`config.mk`:
```
export PLATFORM = sky130hd
export DESIGN_NAME = crc32_frame_builder_flat
export DESIGN_NICKNAME = d
export VERILOG_FILES = /design/src/design/cfb_pkg.sv /design/src/design/cfb_if.sv /design/src/design/crc32_frame_builder.sv /design/src/flat_wrapper.sv
export SDC_FILE = /design/constraint.sdc
export NUM_CORES = 1
export LEC_CHECK = 0
export ABC_AREA = 1
export BUFFER_PORTS_ARGS = -buffer_cell sky130_fd_sc_hd__buf_2
export CAP_MARGIN = 20
export CORE_MARGIN = 2
export CORE_UTILIZATION = 50
export CTS_CLUSTER_SIZE = 10
export DETAILED_ROUTE_END_ITERATION = 8
export MAX_ROUTING_LAYER = met4
export PLACE_DENSITY = 0.69
export RECOVER_POWER = 50
export SYNTH_ARGS = -nofsm -noshare
export SYNTH_HDL_FRONTEND = slang
export SYNTH_SLANG_ARGS = --single-unit
```
`constraint.sdc`:
```
create_clock -name i_clk -period 1.5 [get_ports i_clk]
set_input_delay 0.3 -clock i_clk [delete_from_list [all_inputs] [get_ports i_clk]]
set_output_delay 0.3 -clock i_clk [all_outputs]
set_load 0.1 [all_outputs]
```
`src/design/cfb_pkg.sv`:
```
// Shared constants, step codes and the byte-wide CRC-32 update for the frame builder.
// No dependencies.
package cfb_pkg;

    localparam int unsigned BYTE_W = 8;
    localparam int unsigned CRC_W  = 32;
    localparam int unsigned STEP_W = 3;

    localparam logic [CRC_W-1:0] CRC_INIT      = 32'hFFFF_FFFF;
    localparam logic [CRC_W-1:0] CRC_POLY_REFL = 32'hEDB8_8320;
    localparam logic [CRC_W-1:0] CRC_XOROUT    = 32'hFFFF_FFFF;

    localparam logic [BYTE_W-1:0] MSG_TYPE_RESET = 8'h00;

    typedef logic [STEP_W-1:0] t_step;

    localparam t_step ST_TYPE = 3'd0;
    localparam t_step ST_TXN  = 3'd1;
    localparam t_step ST_DATA = 3'd2;
    localparam t_step ST_CRC3 = 3'd3;
    localparam t_step ST_CRC2 = 3'd4;
    localparam t_step ST_CRC1 = 3'd5;
    localparam t_step ST_CRC0 = 3'd6;

    function automatic logic [CRC_W-1:0] crc_byte(input logic [CRC_W-1:0] crc,
                                                  input logic [BYTE_W-1:0] b);
        logic [CRC_W-1:0] c;
        c = crc ^ {{(CRC_W-BYTE_W){1'b0}}, b};
        for (int i = 0; i < BYTE_W; i++) begin
            if (c[0]) begin
                c = (c >> 1) ^ CRC_POLY_REFL;
            end else begin
                c = c >> 1;
            end
        end
        return c;
    endfunction

endpackage

```
`src/design/cfb_if.sv`:
```
// Valid/ready channel interfaces for the frame builder: input, output and config.
// Depends on cfb_pkg.
interface cfb_in_if import cfb_pkg::*; ();
    logic              valid;
    logic              ready;
    logic [BYTE_W-1:0] payload_byte;
    logic              last_byte;
    logic              empty_item;

    modport source (output valid, payload_byte, last_byte, empty_item, input ready);
    modport sink   (input valid, payload_byte, last_byte, empty_item, output ready);
endinterface

interface cfb_out_if import cfb_pkg::*; ();
    logic              valid;
    logic              ready;
    logic [BYTE_W-1:0] frame_byte;
    logic              frame_end;

    modport source (output valid, frame_byte, frame_end, input ready);
    modport sink   (input valid, frame_byte, frame_end, output ready);
endinterface

interface cfb_cfg_if import cfb_pkg::*; ();
    logic              valid;
    logic              ready;
    logic [BYTE_W-1:0] msg_type;

    modport source (output valid, msg_type, input ready);
    modport sink   (input valid, msg_type, output ready);
endinterface

```
`src/design/crc32_frame_builder.sv`:
```
// Top level of the CRC-32 frame builder: item register, byte sequencer and output register.
// Depends on cfb_pkg and the channel interfaces in cfb_if.sv.
//
// Channels: i_in_ch carries payload items (payload_byte, last_byte, empty_item),
// o_out_ch carries frame beats (frame_byte, frame_end), i_cfg_ch writes the
// message type byte and is always ready.
// A frame opens with the type byte and the transaction number, carries one
// beat per non-empty payload item and closes with the four CRC bytes, most
// significant first; frame_end marks the last CRC beat.
// An accepted item is registered in the item and step registers; its first beat
// is then loaded into the output register when the sequencer advances.
// Throughput: one output beat per cycle while the receiver is ready, set by
// the single output register. A non-empty item inside an open frame gives one
// beat, so items stream at one per cycle unless stalled; the item that opens a
// frame is led by the type and transaction number beats, the one that closes it trails the CRC beats.
// Reset clears the transaction number to zero, the type byte to zero and
// closes any frame; the first frame carries transaction number 1.
// When the receiver stalls, the output beat holds and the sequencer waits;
// one item is held in the item register, after which input ready drops.
module crc32_frame_builder import cfb_pkg::*; (
    input  logic      i_clk,
    input  logic      i_rst_n,
    cfb_in_if.sink    i_in_ch,
    cfb_cfg_if.sink   i_cfg_ch,
    cfb_out_if.source o_out_ch
);

    logic              r_busy;
    t_step             r_step;
    logic [BYTE_W-1:0] r_payload;
    logic              r_last;
    logic              r_empty;
    logic [BYTE_W-1:0] r_txn;
    logic [CRC_W-1:0]  r_crc;
    logic              r_inside;
    logic [BYTE_W-1:0] r_msg_type;
    logic              r_out_valid;
    logic [BYTE_W-1:0] r_out_byte;
    logic              r_out_end;

    logic              load_out;
    logic              adv;
    logic              finishing;
    logic              accept;
    logic [BYTE_W-1:0] emit_byte;
    logic              emit_end;
    logic [CRC_W-1:0]  crc_out;
    logic [CRC_W-1:0]  n_crc;
    logic [BYTE_W-1:0] n_txn;
    logic              n_inside;
    logic              has_next;
    t_step             nxt_step;
    logic              inside_now;
    logic              start_busy;
    t_step             start_step;

    assign load_out  = !r_out_valid || o_out_ch.ready;
    assign adv       = r_busy && load_out;
    assign finishing = adv && !has_next;
    assign accept    = i_in_ch.valid && i_in_ch.ready;
    assign crc_out   = r_crc ^ CRC_XOROUT;

    assign i_in_ch.ready  = !r_busy || finishing;
    assign i_cfg_ch.ready = 1'b1;

    assign o_out_ch.valid      = r_out_valid;
    assign o_out_ch.frame_byte = r_out_byte;
    assign o_out_ch.frame_end  = r_out_end;

    always_comb begin
        emit_byte = '0;
        emit_end  = 1'b0;
        n_crc     = r_crc;
        n_txn     = r_txn;
        n_inside  = r_inside;
        has_next  = 1'b0;
        nxt_step  = ST_TYPE;
        case (r_step)
            ST_TYPE: begin
                emit_byte = r_msg_type;
                n_txn     = r_txn + BYTE_W'(1);
                n_crc     = crc_byte(CRC_INIT, r_msg_type);
                n_inside  = 1'b1;
                has_next  = 1'b1;
                nxt_step  = ST_TXN;
            end
            ST_TXN: begin
                emit_byte = r_txn;
                n_crc     = crc_byte(r_crc, r_txn);
                has_next  = !r_empty || r_last;
                nxt_step  = !r_empty ? ST_DATA : ST_CRC3;
            end
            ST_DATA: begin
                emit_byte = r_payload;
                n_crc     = crc_byte(r_crc, r_payload);
                has_next  = r_last;
                nxt_step  = ST_CRC3;
            end
            ST_CRC3: begin
                emit_byte = crc_out[31:24];
                has_next  = 1'b1;
                nxt_step  = ST_CRC2;
            end
            ST_CRC2: begin
                emit_byte = crc_out[23:16];
                has_next  = 1'b1;
                nxt_step  = ST_CRC1;
            end
            ST_CRC1: begin
                emit_byte = crc_out[15:8];
                has_next  = 1'b1;
                nxt_step  = ST_CRC0;
            end
            ST_CRC0: begin
                emit_byte = crc_out[7:0];
                emit_end  = 1'b1;
                n_crc     = CRC_INIT;
                n_inside  = 1'b0;
            end
            default: begin
                emit_byte = '0;
            end
        endcase
    end

    always_comb begin
        inside_now = adv ? n_inside : r_inside;
        start_busy = 1'b1;
        start_step = ST_TYPE;
        if (!inside_now) begin
            start_step = ST_TYPE;
        end else if (!i_in_ch.empty_item) begin
            start_step = ST_DATA;
        end else if (i_in_ch.last_byte) begin
            start_step = ST_CRC3;
        end else begin
            start_busy = 1'b0;
        end
    end

    always_ff @(posedge i_clk) begin
        if (!i_rst_n) begin
            r_busy      <= 1'b0;
            r_step      <= ST_TYPE;
            r_txn       <= '0;
            r_crc       <= CRC_INIT;
            r_inside    <= 1'b0;
            r_msg_type  <= MSG_TYPE_RESET;
            r_out_valid <= 1'b0;
        end else begin
            if (i_cfg_ch.valid) begin
                r_msg_type <= i_cfg_ch.msg_type;
            end
            if (adv) begin
                r_crc    <= n_crc;
                r_txn    <= n_txn;
                r_inside <= n_inside;
            end
            if (accept) begin
                r_busy <= start_busy;
                r_step <= start_step;
            end else if (adv) begin
                r_busy <= has_next;
                r_step <= nxt_step;
            end
            if (load_out) begin
                r_out_valid <= adv;
            end
        end
    end

    always_ff @(posedge i_clk) begin
        if (accept) begin
            r_payload <= i_in_ch.payload_byte;
            r_last    <= i_in_ch.last_byte;
            r_empty   <= i_in_ch.empty_item;
        end
        if (adv) begin
            r_out_byte <= emit_byte;
            r_out_end  <= emit_end;
        end
    end

endmodule
```
`src/flat_wrapper.sv`:
```
// flat-port wrapper written by rule: the top's interface ports become plain ports
module crc32_frame_builder_flat import cfb_pkg::*;
  (i_clk, i_rst_n, i_in_ch_valid, i_in_ch_payload_byte, i_in_ch_last_byte, i_in_ch_empty_item, i_in_ch_ready, i_cfg_ch_valid, i_cfg_ch_msg_type, i_cfg_ch_ready, o_out_ch_valid, o_out_ch_frame_byte, o_out_ch_frame_end, o_out_ch_ready);
  cfb_in_if i_in_ch_i ();
  cfb_cfg_if i_cfg_ch_i ();
  cfb_out_if o_out_ch_i ();
  input  logic i_clk;
  input  logic i_rst_n;
  input wire logic [$bits(i_in_ch_i.valid)-1:0] i_in_ch_valid;
  input wire logic [$bits(i_in_ch_i.payload_byte)-1:0] i_in_ch_payload_byte;
  input wire logic [$bits(i_in_ch_i.last_byte)-1:0] i_in_ch_last_byte;
  input wire logic [$bits(i_in_ch_i.empty_item)-1:0] i_in_ch_empty_item;
  output wire logic [$bits(i_in_ch_i.ready)-1:0] i_in_ch_ready;
  input wire logic [$bits(i_cfg_ch_i.valid)-1:0] i_cfg_ch_valid;
  input wire logic [$bits(i_cfg_ch_i.msg_type)-1:0] i_cfg_ch_msg_type;
  output wire logic [$bits(i_cfg_ch_i.ready)-1:0] i_cfg_ch_ready;
  output wire logic [$bits(o_out_ch_i.valid)-1:0] o_out_ch_valid;
  output wire logic [$bits(o_out_ch_i.frame_byte)-1:0] o_out_ch_frame_byte;
  output wire logic [$bits(o_out_ch_i.frame_end)-1:0] o_out_ch_frame_end;
  input wire logic [$bits(o_out_ch_i.ready)-1:0] o_out_ch_ready;
  assign i_in_ch_i.valid = i_in_ch_valid;
  assign i_in_ch_i.payload_byte = i_in_ch_payload_byte;
  assign i_in_ch_i.last_byte = i_in_ch_last_byte;
  assign i_in_ch_i.empty_item = i_in_ch_empty_item;
  assign i_in_ch_ready = i_in_ch_i.ready;
  assign i_cfg_ch_i.valid = i_cfg_ch_valid;
  assign i_cfg_ch_i.msg_type = i_cfg_ch_msg_type;
  assign i_cfg_ch_ready = i_cfg_ch_i.ready;
  assign o_out_ch_valid = o_out_ch_i.valid;
  assign o_out_ch_frame_byte = o_out_ch_i.frame_byte;
  assign o_out_ch_frame_end = o_out_ch_i.frame_end;
  assign o_out_ch_i.ready = o_out_ch_ready;
  crc32_frame_builder u_core (.i_clk(i_clk), .i_rst_n(i_rst_n), .i_in_ch(i_in_ch_i), .i_cfg_ch(i_cfg_ch_i), .o_out_ch(o_out_ch_i));
endmodule
```
==> results.txt, run 1 <==
----------------------------------------------------
[Die]
  Floorplan die height ... 119 microns
  Initial standard-cell utilization of the core ... 0.507
  Row cnt ... 42
  Top-level I/O count ... 35
  Horiz. Die Dim ... 119 microns

[CTS]
  H-tree Lvls ... 3
  Number of buffers inserted during clock tree synthesis ... 9
  Cell at the root of the clock tree ... sky130_fd_sc_hd__clkbuf_16
  Clock Sinks ... 73
  Hold buffers post-CTS ... 0
  Number of buffers on the longest clock path ... 2

[Global routing]
  Pin count of the biggest net entering global routing ... 39
  Overflow left after global routing ... 8
  Total routing resource utilization after global routing ... 0.688

[Placed design]
  Half-perimeter wire length of the detailed placement result ... 20.9 mm
  Worst setup slack after placement ... -0.346 ns
  IO Port Bufs ... 33
  Post-detailed-placement cell area ... 8670 sq um
  Final weighted congestion in routability-driven placement ... 1.13

[Yosys]
  Mapped Avg Cell Area ... 6.19 sq um
  Synth area leaders ... sky130_fd_sc_hd__nand2_1 (22%), sky130_fd_sc_hd__dfxtp_1 (16%), sky130_fd_sc_hd__edfxtp_1 (8.6%)
  Async S/R FF share, synth ... 0
  Largest family of logic cells by synthesized area ... simple AND/OR/NAND/NOR gates
  Net count of the mapped netlist ... 1,095
  Fraction of synthesized cell area taken by the top area cell type ... 0.216
  Leading post-synthesis cells by instance count ... sky130_fd_sc_hd__nand2_1 (381), sky130_fd_sc_hd__nand3_1 (106), sky130_fd_sc_hd__inv_1 (97)
  Count of flip-flops with a built-in enable after synthesis ... 19
  Post-Syn Area ... 6630 sq um
  Count leader, synth ... sky130_fd_sc_hd__nand2_1
  XOR/XNOR Fraction of Synth Area ... 0.0958
  Post-synth top area cell ... sky130_fd_sc_hd__nand2_1
  Main flop type after synthesis ... sky130_fd_sc_hd__dfxtp_1
  FF+latch count, synth ... 73
  Cell count after synthesis ... 1,071
  Multiplexer area fraction after synthesis ... 0
  Synth cell types ... 49
  Share of synthesized cell area in full adder, half adder and majority cells ... 0.00189
  Portion of the post-synthesis area used by sequential elements ... 0.249
  Number of warnings printed during yosys synthesis ... 0
  Synth Area in Compound Gates ... 0.136
  Area fraction in and, or, nand and nor cells after synthesis ... 0.419

[Outcome]
  Status ... stopped before the end
  Err ... [ERROR GRT-0232] Routing congestion too high. Check the congestion heatmap in the GUI.
  Stage at which the run stopped ... 5_1_grt

[Timing]
  GRT worst endpoint ... u_core.r_crc[0]$_SDFFE_PN1P_/D
  Worst EP Category ... register input

----------------------------------------------------
metal layers:
metal | overflow | GRT usage
met5 | - | -
met4 | 1 | 0.659
met3 | 0 | 0.487
met2 | 7 | 0.871
met1 | 0 | 0.674
kinds of logic after synthesis:
logic type	Yosys count
AO/OA/AOI/OAI	162
other	1
adder cells (fa/ha/maj)	1
XOR/XNOR	66
buffers and inverters	151
AND/OR/NAND/NOR	617
flip-flops	73
what timing repair did:
action / 4_1_cts
gates resized for setup: 340
buffers inserted: 40
gates cloned: 2
pin swaps: 118
setup endpoints to repair: 62
per-stage QoR:
step | instances | TNS [ns] | hold WS, ns | utilization
floorplan | 1071 | -8.00 | 0.399 | -
global placement | 1466 | -11.93 | 0.476 | 0.663
detailed placement | 1466 | -13.05 | 0.479 | 0.663
CTS | 1523 | -6.90 | 0.115 | 0.804
==> inputs of run 2 (changes only) <==
--- a/config.mk
+++ b/config.mk
@@ -9,11 +9,9 @@
 export BUFFER_PORTS_ARGS = -buffer_cell sky130_fd_sc_hd__buf_2
 export CAP_MARGIN = 20
 export CORE_MARGIN = 2
-export CORE_UTILIZATION = 50
-export CTS_CLUSTER_SIZE = 10
+export CORE_UTILIZATION = 35
 export DETAILED_ROUTE_END_ITERATION = 8
-export MAX_ROUTING_LAYER = met4
-export PLACE_DENSITY = 0.69
+export PLACE_DENSITY_LB_ADDON = 0.15
 export RECOVER_POWER = 50
 export SYNTH_ARGS = -nofsm -noshare
 export SYNTH_HDL_FRONTEND = slang
==> constraint.sdc (replaced) <==
create_clock -name i_clk -period 1.95 [get_ports i_clk]
set_input_delay 0.39 -clock i_clk [delete_from_list [all_inputs] [get_ports i_clk]]
set_output_delay 0.39 -clock i_clk [all_outputs]
set_load 0.1 [all_outputs]
==> run 2 against run 1 <==
Against the previous run: the flow now finishes without violations; synthesized area unchanged; synthesized cell count did not move.
==> results.txt, run 2 <==
----------------------------------------------------
[Yosys]
  Net count of the mapped netlist ... 1,095 (unchanged)
  Synth cell types ... 49 (unchanged)
  Cell count after synthesis ... 1,071 (unchanged)
  Count leader, synth ... sky130_fd_sc_hd__nand2_1
  Post-synth top area cell ... sky130_fd_sc_hd__nand2_1
  FF+latch count, synth ... 73 (unchanged)
  Count of flip-flops with a built-in enable after synthesis ... 19 (unchanged)
  Async S/R FF share, synth ... 0 (unchanged)
  Synth area leaders ... sky130_fd_sc_hd__nand2_1 (22%), sky130_fd_sc_hd__dfxtp_1 (16%), sky130_fd_sc_hd__edfxtp_1 (8.6%)
  Mapped Avg Cell Area ... 6.19 sq um (unchanged)
  Portion of the post-synthesis area used by sequential elements ... 0.249 (unchanged)
  Post-Syn Area ... 6630 sq um (unchanged)
  Fraction of synthesized cell area taken by the top area cell type ... 0.216 (unchanged)
  Main flop type after synthesis ... sky130_fd_sc_hd__dfxtp_1
  Leading post-synthesis cells by instance count ... sky130_fd_sc_hd__nand2_1 (381), sky130_fd_sc_hd__nand3_1 (106), sky130_fd_sc_hd__inv_1 (97)
  Number of warnings printed during yosys synthesis ... 0 (unchanged)

[Timing]
  Clock Skews ... 0.0101 ns
  Endpoints failing hold ... 0
  Setup repair after global routing missed its margin ... yes
  Part of the cycle the worst path needs ... 0.987
  Final number of max-transition violations ... 0
  Tightest slew margin relative to the limit ... 0.478
  Post-layout min period ... 1.92 ns
  Accumulated negative setup slack ... 0 ns
  Post-layout worst setup margin ... 0.0251 ns
  Transition time at the pin with the least slew margin ... 0.783 ns
  Final setup violation count ... 0
  Max Freq ... 0.520 GHz

[Pwr]
  Peak supply drop ... 502 uV
  Internal ... 4.43 mW
  Sequential fraction of design power ... 0.234
  Leakage dissipation ... 4.06 nW
  Overall power of the completed layout ... 8.68 mW
  P per Cell Area ... 1060 nW/um^2
  Share of total power in combinational logic ... 0.577
  Clock network fraction of design power ... 0.190
  Switching Fraction ... 0.490
  Net switching power ... 4.25 mW

[Critical path]
  Sort of element at the start of the critical path ... flip-flop
  Critical Path AT ... 1.53 ns
  Capture instance of the worst register-to-register path ... u_core.r_crc[23]
  Kind of critical path ... flip-flop to output pin
  Setup slack, reg-to-reg ... 0.09 ns
  Startpoint of the most critical register-to-register path ... u_core.r_msg_type[1]
  Crit path required time ... 1.56 ns
  Kind of end point of the critical path ... output pin
  Largest fanout on the critical path ... 3
  Number of cells on the worst reg-to-reg path ... 13

[CTS]
  Cell at the root of the clock tree ... sky130_fd_sc_hd__clkbuf_16
  Source-to-sink clock delay at the later pin of the worst-skew pair ... 0.36 ns
  Hold buffers post-CTS ... 0 (unchanged)
  Clock slew at the register clock pins of the worst setup and hold paths ... 0.06 ns
  Number of buffers on the longest clock path ... 2 (unchanged)
  Clock Sinks ... 73 (unchanged)
  H-tree Lvls ... 3 (unchanged)
  Clock tree from TritonCTS ... done
  Number of buffers inserted during clock tree synthesis ... 9 (unchanged)

[Placed design]
  Post-detailed-placement cell area ... 7730 sq um (-11%)
  Worst setup slack after placement ... 0.0876 ns (+0.434 ns)
  Half-perimeter wire length of the detailed placement result ... 21.0 mm (+0.65%)
  Final weighted congestion in routability-driven placement ... 0.976 (-13%)
  IO Port Bufs ... 33 (unchanged)

[Die]
  Initial standard-cell utilization of the core ... 0.356 (-0.151)
  Horiz. Die Dim ... 142 microns (+19%)
  Core Box Area ... 18,600 sq um
  Floorplan die height ... 142 microns (+19%)
  Row cnt ... 50 (+19%)
  Top-level I/O count ... 35 (unchanged)
  Die area ... 20,100 sq um

[Worst hold path]
  Type of the tightest min-delay check ... input port to flip-flop
  Worst Hold Path Cells ... 1
  Worst-case hold path end point ... u_core.r_payload[5]
  HP Start ... i_in_ch_payload_byte[5]

[Finish]
  Most common cell after layout, fill and taps aside ... sky130_fd_sc_hd__nand2_1
  Final cell utilization of the core ... 0.438
  Largest reg by FF count ... u_core.r_crc
  Max reg flops ... 32
  Total non-filler cell area in the finished layout ... 8160 sq um
  Share of layout cells above drive strength 1 ... 0.218
  Commonest cells after routing, fill and taps aside ... sky130_fd_sc_hd__nand2_1 (374), sky130_fd_sc_hd__nand3_1 (106), sky130_fd_sc_hd__inv_1 (96)
  Count of inserted antenna diode cells ... 0
  Total Nets Final ... 1,208
  Layout overhead on the synthesized area ... 23.0%

[Global routing]
  Total routing resource utilization after global routing ... 0.276
  Number of global-route vias before repair ... 6,770
  First-pass GRT wire length ... 41.0 mm
  Antenna violations before repair ... 0
  Overflow left after global routing ... 0
  Pin count of the biggest net entering global routing ... 39

[Detailed routing]
  Post-detailed-route via-to-cell ratio ... 5.23
  Via count of the routed design ... 7,442
  DRT antenna net count ... 0
  Number of design rule violations left after detail routing ... 0
  Iteration-0 DRC count of the detailed router ... 795
  Total Routed Length ... 26.9 mm
  DR pass1 iterations ... 6
  Detailed-route wire length per cell ... 18.9 microns

[Flow run]
  Max-cap viol count ... 0

[Outcome]
  Status ... complete, no violations

----------------------------------------------------
run 2: cell counts after synthesis:
No cell type changed its count.
run 2: critical path, stage by stage, from the launching register on:
cell	delay [ns]
sky130_fd_sc_hd__dfxtp_2	0.34
sky130_fd_sc_hd__buf_6	0.12
sky130_fd_sc_hd__nand2_4	0.06
sky130_fd_sc_hd__nor2_4	0.04
sky130_fd_sc_hd__nor3_4	0.16
sky130_fd_sc_hd__nand4_1	0.15
sky130_fd_sc_hd__nand2_4	0.13
sky130_fd_sc_hd__buf_12	0.17
run 2: worst max-delay path by stage:
stage                          start               end  slack, ns
4_1_cts             u_core.r_step[1]     i_in_ch_ready      -0.01
3_5_place_dp         u_core.r_crc[5]  u_core.r_crc[18]       0.09
3_3_place_gp         u_core.r_crc[0]  u_core.r_crc[30]       0.06
2_1_floorplan  u_core.o_out_ch.valid    u_core.r_empty      0.005
5_1_grt             u_core.r_step[1]     i_in_ch_ready      -0.05
6_report            u_core.r_step[1]     i_in_ch_ready       0.03
run 2: power by group through the flow:
stage / sequential [mW] / combinational, mW / clock [mW]
6_report: 2.03 / 5.01 / 1.65
5_1_grt: 2.04 / 5.47 / 1.75
4_1_cts: 2.00 / 4.85 / 1.68
3_5_place_dp: 2.03 / 4.79 / 0
3_3_place_gp: 2.04 / 4.80 / 0
2_1_floorplan: 2.11 / 3.03 / 0
run 2: final cells by class:
class | count | area (sq um)
fill | 2004 | 10500
multi-input combinational | 847 | 4400
sequential | 73 | 1680
timing repair buffer | 133 | 1050
inverter | 120 | 468
tap | 234 | 293
clock buffer | 10 | 239
clock inverter | 6 | 38.8
run 2: repair_timing:
item,4_1_cts,5_1_grt
pin swaps,6,8
endpoints found under the setup margin,1,22
gates resized for setup,9,27
hold endpoints to repair,0,0
setup buffers,5,6
run 2: kinds of logic (layout without fill, tap and decap cells):
logic type               after synthesis  after routing  share of synthesized area
XOR/XNOR                              66             66                     0.0958
AO/OA/AOI/OAI                        162            162                      0.136
other                                  1              1                   0.000565
adder cells (fa/ha/maj)                1              1                    0.00189
flip-flops                            73             73                      0.249
AND/OR/NAND/NOR                      617            617                      0.419
buffers and inverters                151            269                     0.0970
run 2: per-stage QoR:
step                      cells  hold slack, ns
after floorplan            1071           0.464
after global placement     1396           0.498
after detailed placement   1396           0.505
after CTS                  1417           0.199
after global routing       1423           0.197
final                      1423           0.209
run 2: routing by layer:
layer  track usage  up-vias  wire length, microns
met2         0.423      298                 11700
met3        0.0560       52                  2170
li1              -     3689                     -
met5             0        -                     0
met4        0.0795        0                   811
met1         0.391     3403                 12200
Power figures use the tool's default switching activity.
==> inputs of run 3 (changes only) <==
--- a/config.mk
+++ b/config.mk
@@ -8,6 +8,7 @@
 export ABC_AREA = 1
 export BUFFER_PORTS_ARGS = -buffer_cell sky130_fd_sc_hd__buf_2
 export CAP_MARGIN = 20
+export CORE_ASPECT_RATIO = 1.5
 export CORE_MARGIN = 2
 export CORE_UTILIZATION = 35
 export DETAILED_ROUTE_END_ITERATION = 8
==> run 3 against run 2 <==
Against the previous run: worst setup slack about the same; maximum frequency barely moved; count of clock-buffer cells in the layout decreased by 1; critical path type unchanged.
==> results.txt, run 3 (synthesis gave the netlist of run 2 again) <==
----------------------------------------------------
[Critical path]
  Kind of end point of the critical path ... output pin
  Critical Path AT ... 1.54 ns (about the same)
  Crit path required time ... 1.56 ns (about the same)
  Largest fanout on the critical path ... 4 (+1)
  Sort of element at the start of the critical path ... flip-flop
  Setup slack, reg-to-reg ... 0.07 ns (-0.02 ns)
  Kind of critical path ... flip-flop to output pin

[Timing]
  Max Freq ... 0.519 GHz (about the same)
  Final setup violation count ... 0 (unchanged)
  Final number of max-transition violations ... 0 (unchanged)
  Tightest slew margin relative to the limit ... 0.619 (+0.140)
  Part of the cycle the worst path needs ... 0.987 (about the same)
  Accumulated negative setup slack ... 0 ns (unchanged)
  Post-layout worst setup margin ... 0.0249 ns (-0.000226 ns)
  Clock Skews ... 0.0118 ns (+0.00171 ns)
  Setup repair after global routing missed its margin ... yes
  Endpoints failing hold ... 0 (unchanged)
  Post-layout min period ... 1.93 ns (+0.000226 ns)
  Transition time at the pin with the least slew margin ... 0.572 ns (-0.211 ns)

[Detailed routing]
  Iteration-0 DRC count of the detailed router ... 671 (-16%)
  Total Routed Length ... 28.6 mm (+6.3%)
  DR pass1 iterations ... 5 (-1)
  Number of design rule violations left after detail routing ... 0 (unchanged)
  Detailed-route wire length per cell ... 19.5 microns (+3.4%)
  Via count of the routed design ... 7,649 (+2.8%)
  DRT antenna net count ... 0 (unchanged)
  Post-detailed-route via-to-cell ratio ... 5.23 (about the same)

[Global routing]
  Antenna violations before repair ... 0 (unchanged)
  First-pass GRT wire length ... 43.1 mm (+5.1%)
  Overflow left after global routing ... 0 (unchanged)
  Number of global-route vias before repair ... 7,300 (+7.8%)
  Pin count of the biggest net entering global routing ... 28 (-28%)
  Total routing resource utilization after global routing ... 0.292 (+0.0168)

[CTS]
  Clock Sinks ... 73 (unchanged)
  Number of buffers inserted during clock tree synthesis ... 9 (unchanged)
  Cell at the root of the clock tree ... sky130_fd_sc_hd__clkbuf_16
  Clock tree from TritonCTS ... done
  Number of buffers on the longest clock path ... 2 (unchanged)
  Source-to-sink clock delay at the later pin of the worst-skew pair ... 0.35 ns (about the same)
  Clock slew at the register clock pins of the worst setup and hold paths ... 0.07 ns (about the same)
  Hold buffers post-CTS ... 0 (unchanged)
  H-tree Lvls ... 3 (unchanged)

[Pwr]
  Net switching power ... 4.38 mW (+3.0%)
  Internal ... 4.52 mW (+2.1%)
  P per Cell Area ... 1060 nW/um^2 (-0.17%)
  Switching Fraction ... 0.492 (+0.00222)
  Share of total power in combinational logic ... 0.586 (+0.009)
  Overall power of the completed layout ... 8.90 mW (+2.6%)
  Sequential fraction of design power ... 0.228 (-0.006)
  Peak supply drop ... 510 uV (+1.6%)
  Clock network fraction of design power ... 0.186 (-0.004)
  Leakage dissipation ... 4.15 nW (+2.3%)

[Die]
  Horiz. Die Dim ... 116 microns (-18%)
  Row cnt ... 61 (+22%)
  Initial standard-cell utilization of the core ... 0.358 (+0.00185)
  Floorplan die height ... 173 microns (+22%)
  Die area ... 20,100 sq um (+0.11%)
  Core Box Area ... 18,500 sq um (-0.52%)
  Top-level I/O count ... 35 (unchanged)

[Finish]
  Commonest cells after routing, fill and taps aside ... sky130_fd_sc_hd__nand2_1 (370), sky130_fd_sc_hd__nand3_1 (106), sky130_fd_sc_hd__buf_4 (103)
  Final standard cell count with taps included and fillers excluded ... 1,463 (+2.8%)
  Layout overhead on the synthesized area ... 26.4%
  Final cell utilization of the core ... 0.452 (+0.0143)
  Largest reg by FF count ... u_core.r_crc
  Most common cell after layout, fill and taps aside ... sky130_fd_sc_hd__nand2_1
  Max reg flops ... 32 (unchanged)
  Count of inserted antenna diode cells ... 0 (unchanged)
  Share of layout cells above drive strength 1 ... 0.233 (+0.0150)
  Total Nets Final ... 1,230 (+1.8%)

[Placed design]
  IO Port Bufs ... 33 (unchanged)
  Final weighted congestion in routability-driven placement ... 1.03 (+5.5%)
  Worst setup slack after placement ... -0.121 ns (-0.208 ns)
  Instance count after placement with tap cells included ... 1,434 (+2.7%)
  Half-perimeter wire length of the detailed placement result ... 22.9 mm (+9.0%)

[Worst hold path]
  Type of the tightest min-delay check ... input port to flip-flop

[Flow run]
  Max-cap viol count ... 0 (unchanged)

[Outcome]
  Status ... complete, no violations

----------------------------------------------------
[run 3: worst max-delay path: stages (launching register included)]
cell and delay, ns:
sky130_fd_sc_hd__dfxtp_4 0.38, sky130_fd_sc_hd__buf_6 0.12, sky130_fd_sc_hd__nand2_4 0.06, sky130_fd_sc_hd__nor2_4 0.17, sky130_fd_sc_hd__nand2_2 0.08, sky130_fd_sc_hd__nand4_1 0.14, sky130_fd_sc_hd__nand2_4 0.08, sky130_fd_sc_hd__buf_12 0.16
[run 3: per-stage QoR]
| step | hold slack (ns) | cell area, sq um |
|---|---|---|
| after floorplan | 0.464 | 6640 |
| after global placement | 0.495 | 7880 |
| after detailed placement | 0.503 | 7880 |
| after CTS | 0.207 | 8210 |
| after global routing | 0.212 | 8380 |
| final | 0.214 | 8380 |
[run 3: worst paths after layout]
kind	startpoint	end	cells past startpoint
worst max register to register	u_core.r_step[0]	u_core.r_crc[3]	9
worst min register to register	u_core.r_txn[6]	u_core.r_txn[6]	1
worst min-delay path	i_in_ch_payload_byte[3]	u_core.r_payload[3]	1
worst max-delay path	u_core.r_step[1]	i_in_ch_ready	7
[run 3: layer usage]
layer,vias up,share of wire,wire length [microns],track usage
li1,3732,-,-,-
met1,3478,0.37,10500,0.332
met2,312,0.48,13600,0.477
met3,127,0.055,1570,0.0403
met4,0,0.10,2950,0.236
met5,-,0,0,0
[run 3: power by group through the flow]
| stage | Clock, mW | Sequential, mW | Combinational, mW |
|---|---|---|---|
| 3_5_place_dp | 0 | 2.03 | 4.98 |
| 6_report | 1.65 | 2.03 | 5.22 |
| 3_3_place_gp | 0 | 2.04 | 4.96 |
| 2_1_floorplan | 0 | 2.11 | 3.03 |
| 4_1_cts | 1.67 | 2.01 | 5.02 |
| 5_1_grt | 1.70 | 2.05 | 5.69 |
[run 3: final cells by class]
class	instances	area (sq um)
fillers	1981	10200
multi-input cells	847	4460
flip-flops and latches	73	1680
repair buffers	155	1180
inverters	120	469
well taps	252	315
clock buffers	9	225
clock inverters	7	51.3
[run 3: repair_timing]
item | 4_1_cts | 5_1_grt
gates resized for setup | 15 | 41
setup endpoints to repair | 5 | 19
pin swaps | 5 | 8
setup buffers | 2 | 11
==> inputs of run 4 (changes only) <==
--- a/config.mk
+++ b/config.mk
@@ -10,7 +10,7 @@
 export CAP_MARGIN = 20
 export CORE_ASPECT_RATIO = 1.5
 export CORE_MARGIN = 2
-export CORE_UTILIZATION = 35
+export CORE_UTILIZATION = 59
 export DETAILED_ROUTE_END_ITERATION = 8
 export PLACE_DENSITY_LB_ADDON = 0.15
 export RECOVER_POWER = 50
==> run 4 against run 3 <==
Against the previous run: final area shrank 4.3%; via count grew 2.6%; wire length shrank 7.7%; maximum frequency grew 0.40%; utilization grew 28 points; largest power group unchanged; clock power grew 3%; highest routed layer unchanged; combinational power shrank 3%; count of clock-buffer cells in the layout grew 1; clock skew shrank 0.0040 ns; register-to-register slack is essentially flat; critical endpoint unchanged.
==> results.txt, run 4 (synthesis gave the netlist of run 2 again) <==
----------------------------------------------------
[Timing]
  Clock Skews ... 0.00773 ns (-0.00403 ns)
  Tightest slew margin relative to the limit ... 0.544 (-0.0747)
  Part of the cycle the worst path needs ... 0.983 (-0.00392)
  Final number of max-transition violations ... 0 (unchanged)
  Post-layout worst setup margin ... 0.0326 ns (+0.00764 ns)
  Transition time at the pin with the least slew margin ... 0.677 ns (+0.105 ns)
  Setup repair after global routing missed its margin ... yes
  Accumulated negative setup slack ... 0 ns (unchanged)
  Max Freq ... 0.522 GHz (+0.40%)
  Endpoints failing hold ... 0 (unchanged)
  Post-layout min period ... 1.92 ns (-0.00764 ns)
  Final setup violation count ... 0 (unchanged)

[Global routing]
  Pin count of the biggest net entering global routing ... 35 (+25%)
  First-pass GRT wire length ... 40.0 mm (-7.3%)
  Overflow left after global routing ... 0 (unchanged)
  Number of global-route vias before repair ... 7,384 (+1.2%)
  Antenna violations before repair ... 1 (+1)
  Total routing resource utilization after global routing ... 0.439 (+0.147)

[Finish]
  Final cell utilization of the core ... 0.730 (+0.278)
  Max reg flops ... 32 (unchanged)
  Total non-filler cell area in the finished layout ... 8020 sq um (-4.3%)
  Total Nets Final ... 1,200 (-2.4%)
  FILL cells ... 1,005 (-49%)
  Final standard cell count with taps included and fillers excluded ... 1,328 (-9.2%)
  Commonest cells after routing, fill and taps aside ... sky130_fd_sc_hd__nand2_1 (373), sky130_fd_sc_hd__nand3_1 (107), sky130_fd_sc_hd__inv_1 (97)
  Layout overhead on the synthesized area ... 21.0%
  Count of inserted antenna diode cells ... 0 (unchanged)
  Most common cell after layout, fill and taps aside ... sky130_fd_sc_hd__nand2_1
  Largest reg by FF count ... u_core.r_crc
  Share of layout cells above drive strength 1 ... 0.210 (-0.0229)

[Detailed routing]
  Via count of the routed design ... 7,848 (+2.6%)
  Total Routed Length ... 26.4 mm (-7.7%)
  Iteration-0 DRC count of the detailed router ... 919 (+37%)
  DR pass1 iterations ... 8 (+3)
  Post-detailed-route via-to-cell ratio ... 5.91 (+13%)
  Detailed-route wire length per cell ... 19.9 microns (+1.7%)
  Number of design rule violations left after detail routing ... 0 (unchanged)
  DRT antenna net count ... 0 (unchanged)

[CTS]
  Number of buffers on the longest clock path ... 2 (unchanged)
  Cell at the root of the clock tree ... sky130_fd_sc_hd__clkbuf_16
  H-tree Lvls ... 3 (unchanged)
  Clock Sinks ... 73 (unchanged)
  Hold buffers post-CTS ... 0 (unchanged)
  Clock slew at the register clock pins of the worst setup and hold paths ... 0.06 ns (about the same)
  Number of buffers inserted during clock tree synthesis ... 9 (unchanged)
  Source-to-sink clock delay at the later pin of the worst-skew pair ... 0.35 ns (about the same)
  Clock tree from TritonCTS ... done

[Outcome]
  Status ... complete, no violations

[Die]
  Horiz. Die Dim ... 90.6 microns (-22%)
  Row cnt ... 47 (-23%)
  Floorplan die height ... 134 microns (-22%)
  Core Box Area ... 11,000 sq um (-41%)
  Die area ... 12,100 sq um (-40%)
  Top-level I/O count ... 35 (unchanged)
  Initial standard-cell utilization of the core ... 0.603 (+0.246)

[Critical path]
  Kind of end point of the critical path ... output pin
  Kind of critical path ... flip-flop to output pin
  Crit path required time ... 1.56 ns (about the same)
  Sort of element at the start of the critical path ... flip-flop
  Largest fanout on the critical path ... 7 (+3)
  Worst stage delay on the critical path ... 0.42 ns (+0.04 ns)
  Critical Path AT ... 1.53 ns (about the same)
  Max stage delay cell, worst path ... sky130_fd_sc_hd__dfxtp_4
  Library cell appearing most often on the critical path ... sky130_fd_sc_hd__nand2_4
  Number of cells on the worst reg-to-reg path ... 8 (-1)
  Series of cell instances along the critical path ... clkinv_4 > nand2_4 > nor2_8 > nor3_4 > nand4_1 > nand2_4 > buf_12

[Pwr]
  Peak supply drop ... 723 uV (+42%)
  Leakage dissipation ... 4.00 nW (-3.7%)
  P per Cell Area ... 1090 nW/um^2 (+2.9%)

[Placed design]
  Worst setup slack after placement ... 0.0177 ns (+0.138 ns)
  IO Port Bufs ... 33 (unchanged)
  Final weighted congestion in routability-driven placement ... 1.09 (+5.5%)
  Instance count after placement with tap cells included ... 1,306 (-8.9%)
  Post-detailed-placement cell area ... 7610 sq um (-3.4%)
  Half-perimeter wire length of the detailed placement result ... 20.8 mm (-9.4%)

[Worst hold path]
  Type of the tightest min-delay check ... input port to flip-flop
  Worst Hold Path Cells ... 1 (unchanged)

[Flow run]
  Max-cap viol count ... 0 (unchanged)

----------------------------------------------------
run 4: cell count changes in the layout (fill, tap and decap cells not counted), moves of 2 or more:
| cell | delta |
|---|---|
| sky130_fd_sc_hd__xor2_2 | -2 |
| sky130_fd_sc_hd__buf_4 | -27 |
| sky130_fd_sc_hd__xor2_1 | +2 |
| sky130_fd_sc_hd__nand2_4 | -8 |
| sky130_fd_sc_hd__buf_12 | +3 |
| sky130_fd_sc_hd__nand2_1 | +3 |
| sky130_fd_sc_hd__dfxtp_2 | +2 |
| sky130_fd_sc_hd__inv_1 | +2 |
| sky130_fd_sc_hd__buf_6 | -3 |
| sky130_fd_sc_hd__nand2_2 | +5 |
| sky130_fd_sc_hd__inv_6 | -2 |
| sky130_fd_sc_hd__clkbuf_4 | -2 |
| sky130_fd_sc_hd__dfxtp_1 | -2 |
| sky130_fd_sc_hd__inv_4 | -3 |
run 4: metrics by stage:
step,power [mW],hold slack [ns]
after floorplan,5.14,0.464
after global placement,6.78,0.492
after detailed placement,6.83,0.496
after CTS,8.56,0.217
after global routing,9.20,0.218
final,8.77,0.220
run 4: layout make-up:
class / instances / area, sq um / area share
flip-flops and latches: 73 / 1680 / 0.209
multi-input cells: 847 / 4410 / 0.549
repair buffers: 125 / 987 / 0.123
well taps: 147 / 184 / 0.0229
inverters: 120 / 469 / 0.0585
clock inverters: 6 / 66.3 / 0.00827
clock buffers: 10 / 229 / 0.0285
run 4: repair_timing:
action	4_1_cts	5_1_grt
pin swaps	4	2
setup endpoints to repair	2	25
setup buffers	5	1
gates resized for setup	7	28
run 4: where the power goes:
group | total [mW] | switching [mW] | leakage, nW | internal, mW
logic | 5.04 | 3.27 | 3.24 | 1.76
registers | 2.03 | 0.264 | 0.629 | 1.77
clock network | 1.70 | 0.705 | 0.135 | 0.994
run 4: path summary, 6_finish.rpt:
| path | slack (ns) | to | startpoint |
|---|---|---|---|
| worst max register to register | 0.08 | u_core.o_out_ch.frame_byte[7] | u_core.r_step[0] |
| worst min-delay path | 0.22 | u_core.r_payload[3] | i_in_ch_payload_byte[3] |
| worst max-delay path | 0.03 | i_in_ch_ready | u_core.r_step[1] |
| worst min register to register | 0.50 | u_core.r_txn[6] | u_core.r_txn[6] |
run 4: worst max-delay path: cells and delay by family, from the launching register on:
family / cells / cell delay, ns
DFF: 1 / 0.42
and+or+nand+nor: 5 / 0.51
buffers and inverters: 2 / 0.24
run 4: per-layer routing:
metal / routed length [microns] / vias to the layer above / GRT usage
met1: 9030 / 3503 / 0.475
met5: 0 / - / 0
met3: 2450 / 190 / 0.103
li1: - / 3671 / -
met4: 3140 / 0 / 0.429
met2: 11800 / 484 / 0.693
